[config.mk]
export PLATFORM = sky130hd
export DESIGN_NAME = rtwe_ram
export DESIGN_NICKNAME = d
export VERILOG_FILES = /design/src/rtwe_ram.sv
export SDC_FILE = /design/constraint.sdc
export NUM_CORES = 1
export LEC_CHECK = 0
export ABC_AREA = 1
export BUFFER_PORTS_ARGS = -buffer_cell sky130_fd_sc_hd__clkbuf_2
export CELL_PAD_IN_SITES_DETAIL_PLACEMENT = 0
export CELL_PAD_IN_SITES_GLOBAL_PLACEMENT = 1
export CORE_MARGIN = 5
export CORE_UTILIZATION = 49
export CTS_CLUSTER_SIZE = 40
export DETAILED_ROUTE_END_ITERATION = 8
export GPL_ROUTABILITY_DRIVEN = 0
export GPL_TIMING_DRIVEN = 0
export PLACE_DENSITY_LB_ADDON = 0.1
export SETUP_SLACK_MARGIN = 0.5
export SYNTH_ARGS = -nofsm -noshare
export SYNTH_HDL_FRONTEND = slang
export SYNTH_SLANG_ARGS = --single-unit
[constraint.sdc]
create_clock -name i_clk -period 1.7 [get_ports i_clk]
set_clock_uncertainty 0.2 [all_clocks]
set_input_delay 0.17 -clock i_clk [delete_from_list [all_inputs] [get_ports i_clk]]
set_output_delay 0.17 -clock i_clk [all_outputs]
set_load 0.005 [all_outputs]
[src/rtwe_ram.sv]
module rtwe_ram #(
    parameter int WIDTH = 8,
    parameter int DEPTH = 16
) (
    input  logic                     i_clk,
    input  logic                     i_we,
    input  logic [$clog2(DEPTH)-1:0] i_waddr,
    input  logic [WIDTH-1:0]         i_wdata,
    input  logic [$clog2(DEPTH)-1:0] i_raddr,
    output logic [WIDTH-1:0]         o_rdata
);
    logic [WIDTH-1:0] r_mem [DEPTH];
    logic [WIDTH-1:0] r_rdata;

    always_ff @(posedge i_clk) begin
        if (i_we) begin
            r_mem[i_waddr] <= i_wdata;
        end
        r_rdata <= r_mem[i_raddr];
    end

    assign o_rdata = r_rdata;
endmodule

==> impl_metrics.json, run 1 <==
{
  "drc": 0,
  "crit_buf_inv": 1,
  "cp-start-kind": "primary input",
  "die-area_sq_mm": 0.0140,
  "place_inst": 716,
  "dp_hpwl_mm": 9.15,
  "fill_cells": 957,
  "cp_max_fo": 8,
  "io_buffers": 22,
  "avgViaCountPerCell": 5.09,
  "final_max_slew_viol_count": 0,
  "synth_largest_area_cell": "edfxtp_1",
  "post_drt_wl_per_cell_microns": 18.8,
  "status": "finished, final reports clean",
  "grt_max_degree": 17,
  "cp.required_ns": 1.56,
  "syn-instance-count": 551,
  "clock-root-buffer": "clkbuf_16",
  "dieWidth_microns": 118,
  "grt_pass1_vias": 3578,
  "cpLargestDelayFamily": "simple AND/OR/NAND/NOR gates",
  "grt_usage_pct": 20.9,
  "fin_crit_sh_pct": 73.4,
  "nets": 616,
  "rsz0062_at_grt": "true",
  "clk_pin_slew_ns": 0.06,
  "grt_pass1_wl_mm": 21.5,
  "cts_num_sinks": 136,
  "clock.fmax_mhz": 801,
  "cts_max_level": 4,
  "synth_cell_types": 12,
  "crit_type": "in2reg",
  "ir_worst_vdd_mv": 0.674,
  "clockBufferDepth": 2,
  "antenna_left": 0,
  "design.core.area_sq_mm": 0.0115,
  "crit_path_end_kind": "register",
  "drive_above_1_share_pct": 23.1,
  "critPathMaxStageDelay_ns": 0.48,
  "critPathSlowestCell": "nor2_2",
  "area_growth_pct": 20.5,
  "finalCriticalPeriod_ns": 1.25,
  "p_leak_nw": 2.99,
  "ys_seq_elements": 136,
  "setup_viol": 0,
  "routed_wl_mm": 14.2,
  "overflow": 0,
  "pin_count": 26,
  "clk_latency_ns": 0.42,
  "yosysTopAreaCellShare_pct": 66.7,
  "timing.slew.headroom_pct": 57.3,
  "netlist_top_cells_area": "edfxtp_1, nand2_1, nand3_1, inv_1, dfxtp_1",
  "diodes": 0,
  "initial_utilization_pct": 50.3,
  "cts_buffers": 17,
  "synthesis.area_sq_mm": 0.00577,
  "drt_iter0_drc": 319,
  "power_density_mw_per_mm2": 1100,
  "antenna_found_initial": 0,
  "dr.pass1.iters": 4,
  "hold_class": "in2reg",
  "tritoncts": "done",
  "synth_nets": 569,
  "synth_area_per_cell_sq_um": 10.5,
  "arrival_ns": 1.10,
  "die_y_microns": 118,
  "path_cells": "clkbuf_2 -> nand3b_1 -> nor2_2",
  "synth-seq-area-share_pct": 69.4,
  "cap_violations": 0,
  "via_count": 3840,
  "yosysWarningCount": 0,
  "std_cell_rows": 39,
  "hold_ws_ns": 0.0574,
  "tightest_slew_ns": 0.640,
  "hold_viol": 0,
  "final_cells": 754
}
state kept, by name, indices dropped and copies added (netlist names):
name	count
r_mem	128
o_rdata	8
cells in the mapped netlist:
library cell and number:
buf_1 1, buf_2 13, buf_4 4, buf_6 6, dfxtp_1 8, edfxtp_1 128, inv_1 100, inv_2 2
nand2_1 173, nand3_1 97, nand3b_1 2, nor2_1 17
report_power, final:
group | total, W | internal, W | switching [W]
registers | 0.00377 | 0.00375 | 0.0000189
clock network | 0.00333 | 0.00206 | 0.00127
logic | 0.000555 | 0.000169 | 0.000386
total | 0.00765 | 0.00598 | 0.00167
repair_timing:
action	CTS	global route
hold buffers	2	0
resized for setup	16	52
endpoints found under the hold margin	2	0
pin swaps	3	16
setup buffers	2	2
setup endpoints to repair	77	110
final timing paths:
kind / cells past startpoint / to / slack, ns / start
max: 3 / r_mem[10][5]$_DFFE_PP_ / 0.45 / i_waddr[2]
min: 1 / r_mem[4][5]$_DFFE_PP_ / 0.06 / i_wdata[5]
max reg2reg: 6 / o_rdata[3]$_DFF_P_ / 0.53 / r_mem[14][3]$_DFFE_PP_
min reg2reg: 6 / o_rdata[6]$_DFF_P_ / 0.50 / r_mem[8][6]$_DFFE_PP_
layout make-up:
class | count | area, sq um | share of cell area [%]
well taps | 143 | 179 | 2.57
clock buffers | 29 | 522 | 7.51
repair buffers | 28 | 173 | 2.48
plain buffers | 24 | 166 | 2.39
multi-input cells | 289 | 1500 | 21.6
clock inverters | 3 | 15.0 | 0.216
inverters | 102 | 383 | 5.51
flip-flops and latches | 136 | 4010 | 57.7
through the flow:
stage | TNS, ns | area (sq um) | utilization (%) | setup WS [ns] | total power [W]
2_1_floorplan | 0 | 5780 | - | 0.379 | 0.00411
5_1_grt | 0 | 6950 | 60.6 | 0.426 | 0.00789
4_1_cts | 0 | 6710 | 58.5 | 0.340 | 0.00762
3_3_place_gp | -6.29 | 6070 | 52.9 | -0.226 | 0.00432
6_report | 0 | 6950 | 60.6 | 0.451 | 0.00765
3_5_place_dp | -8.56 | 6070 | 52.9 | -0.257 | 0.00433
routing by layer:
layer,track usage (%),up-vias,part of all wire [%]
met1,30.9,1846,47
met3,4.54,10,5.9
met5,0,-,0
met2,30.9,115,47
met4,6.59,0,0.99
li1,-,1869,-
kinds of logic (layout without fill, tap and decap cells):
| family | count (synthesis) | after routing | share of synthesized area [%] |
|---|---|---|---|
| AND/OR/NAND/NOR | 289 | 289 | 21.0 |
| flip-flops | 136 | 136 | 69.4 |
| buffers and inverters | 126 | 186 | 9.52 |
cells in the final DEF, fill, tap and decap left out:
cell,synthesis,final
nand2_1,173,168
edfxtp_1,128,128
inv_1,100,100
nand3_1,97,57
nand3_2,0,40
clkbuf_2,0,21
clkbuf_16,0,18
buf_2,13,14
nor2_2,0,9
clkbuf_1,0,8
buf_4,4,7
nor2_4,0,7
buf_6,6,6
nand2_2,0,5
dfxtp_2,0,5
clkbuf_8,0,3
clkinv_2,0,3
dfxtp_1,8,3
inv_2,2,2
nand3b_1,2,2
dlygate4sd3_1,0,2
buf_1,1,1
nor2_1,17,1
buf_12,0,1
Note: power is estimated with default switching activity, not from simulation.
==> run 2: changes to the inputs <==
- clock period: 1.7 -> 1.15 ns (I/O delays scaled with it)
==> impl_metrics.json, run 2 (synthesized netlist as in run 1, its figures left out) <==
{
  "io_buffers": 22,
  "final_max_slew_viol_count": 0,
  "dp_hpwl_mm": 9.34,
  "rsz0062_at_grt": "true",
  "cap_violations": 0,
  "finalCriticalPeriod_ns": 1.15,
  "hold_path_depth": 4,
  "antenna_found_initial": 0,
  "clock-root-buffer": "clkbuf_16",
  "grt_pass1_vias": 3814,
  "r2r_start": "r_mem[1][5]$_DFFE_PP_",
  "top_register": "r_mem",
  "clk_latency_ns": 0.42,
  "dieWidth_microns": 118,
  "routed_wl_mm": 15.1,
  "pin_count": 26,
  "arrival_ns": 0.84,
  "crit_path_end_kind": "primary output",
  "tightest_slew_ns": 0.592,
  "grt_max_degree": 17,
  "dr.pass1.iters": 5,
  "std_cell_rows": 39,
  "hold_ws_ns": -0.100,
  "min_to": "o_rdata[0]$_DFF_P_",
  "cts_num_sinks": 136,
  "drt_iter0_drc": 308,
  "cp-start-kind": "register",
  "crit_buf_inv": 1,
  "ir_worst_vdd_mv": 1.07,
  "critPathMaxStageDelay_ns": 0.32,
  "rr_endpoint": "o_rdata[5]$_DFF_P_",
  "largest_register_ffs": 128,
  "final_area_sq_mm": 0.00773,
  "nets": 628,
  "status": "complete, but fails checks",
  "clock.fmax_mhz": 866,
  "diodes": 0,
  "tns_ns": -0.0213,
  "hold_class": "in2reg",
  "final_cells": 766,
  "violations": "negative hold slack, negative setup slack",
  "avgViaCountPerCell": 5.17,
  "via_count": 3960,
  "cp_max_fo": 1,
  "grt_usage_pct": 22.2,
  "tritoncts": "done",
  "place_inst": 716,
  "overflow": 0,
  "post_drt_wl_per_cell_microns": 19.8,
  "pre_cts_slack_ns": -0.532,
  "cts_max_level": 4,
  "power_density_mw_per_mm2": 1640,
  "postPlaceCellArea_sq_mm": 0.00625,
  "clk_pin_slew_ns": 0.06,
  "reg2regPathDepth": 6,
  "final_cell_mix": "nand2_1, edfxtp_1, inv_1, nand3_2, nand3_1",
  "layout_commonest_cell": "nand2_1",
  "initial_utilization_pct": 50.3,
  "cts_buffers": 17,
  "hold_viol": 20,
  "path_cells": "buf_6",
  "min_from": "i_raddr[2]",
  "clockBufferDepth": 2,
  "cpLargestDelayFamily": "flip-flops",
  "timing.final.ws_setup_ns": -0.00465,
  "crit_type": "reg2out",
  "p_leak_nw": 3.25,
  "setup_viol": 6,
  "fin_crit_sh_pct": 100,
  "ff2ff_setup_slack_ns": -0.005,
  "area_growth_pct": 34.0,
  "drc": 0,
  "die-area_sq_mm": 0.0140,
  "antenna_left": 0,
  "die_y_microns": 118,
  "grt_pass1_wl_mm": 22.8,
  "cp.required_ns": 0.83,
  "critPathSlowestCell": "dfxtp_2",
  "drive_above_1_share_pct": 32.6,
  "timing.slew.headroom_pct": 60.5,
  "design.core.area_sq_mm": 0.0115
}
## run 2: metal layers
metal | wire length [microns] | up-vias | track usage, %
li1 | - | 1898 | -
met1 | 7050 | 1922 | 31.3
met2 | 7130 | 119 | 34.5
met3 | 727 | 21 | 4.87
met4 | 236 | 0 | 7.30
met5 | 0 | - | 0
## run 2: worst max-delay path by stage
| stage | from | to | cells past startpoint |
|---|---|---|---|
| 2_1_floorplan | i_waddr[2] | r_mem[10][0]$_DFFE_PP_ | 2 |
| 3_3_place_gp | i_waddr[3] | r_mem[4][2]$_DFFE_PP_ | 3 |
| 3_5_place_dp | i_waddr[2] | r_mem[8][5]$_DFFE_PP_ | 3 |
| 4_1_cts | o_rdata[4]$_DFF_P_ | o_rdata[4] | 1 |
| 5_1_grt | r_mem[1][5]$_DFFE_PP_ | o_rdata[5]$_DFF_P_ | 6 |
| 6_report | o_rdata[5]$_DFF_P_ | o_rdata[5] | 1 |
## run 2: cell type report
type	count	area (sq um)
tap	143	179
clock buffer	19	433
clock inverter	13	226
multi-input combinational	289	1760
sequential	136	4010
inverter	102	398
fill	854	3740
buffer	24	225
timing repair buffer	40	497
## run 2: repair_timing
action / CTS / global route
gates resized for setup: 84 / 40
setup buffers: 17 / 1
hold endpoints to repair: 55 / 48
pin swaps: 62 / 32
endpoints found under the setup margin: 144 / 144
## run 2: worst min-delay path: stages
cell and delay [ns]:
buf_4 0.15, nand3_2 0.08, nand3_2 0.07, nand2_2 0.06
## run 2: power by group
group,leakage (nW),total [W],internal (W),switching (W)
combinational,1.72,0.00102,0.000370,0.000652
sequential,1.22,0.00558,0.00555,0.0000317
clock,0.304,0.00609,0.00405,0.00204
## run 2: per-stage QoR
| step | power (W) | utilization, % | hold slack [ns] |
|---|---|---|---|
| 6_report | 0.0127 | 67.4 | -0.100 |
| 5_1_grt | 0.0131 | 67.4 | -0.0855 |
| 4_1_cts | 0.0127 | 66.2 | -0.109 |
| 3_5_place_dp | 0.00647 | 54.5 | 0.291 |
| 3_3_place_gp | 0.00645 | 54.5 | 0.288 |
| 2_1_floorplan | 0.00613 | - | 0.0139 |
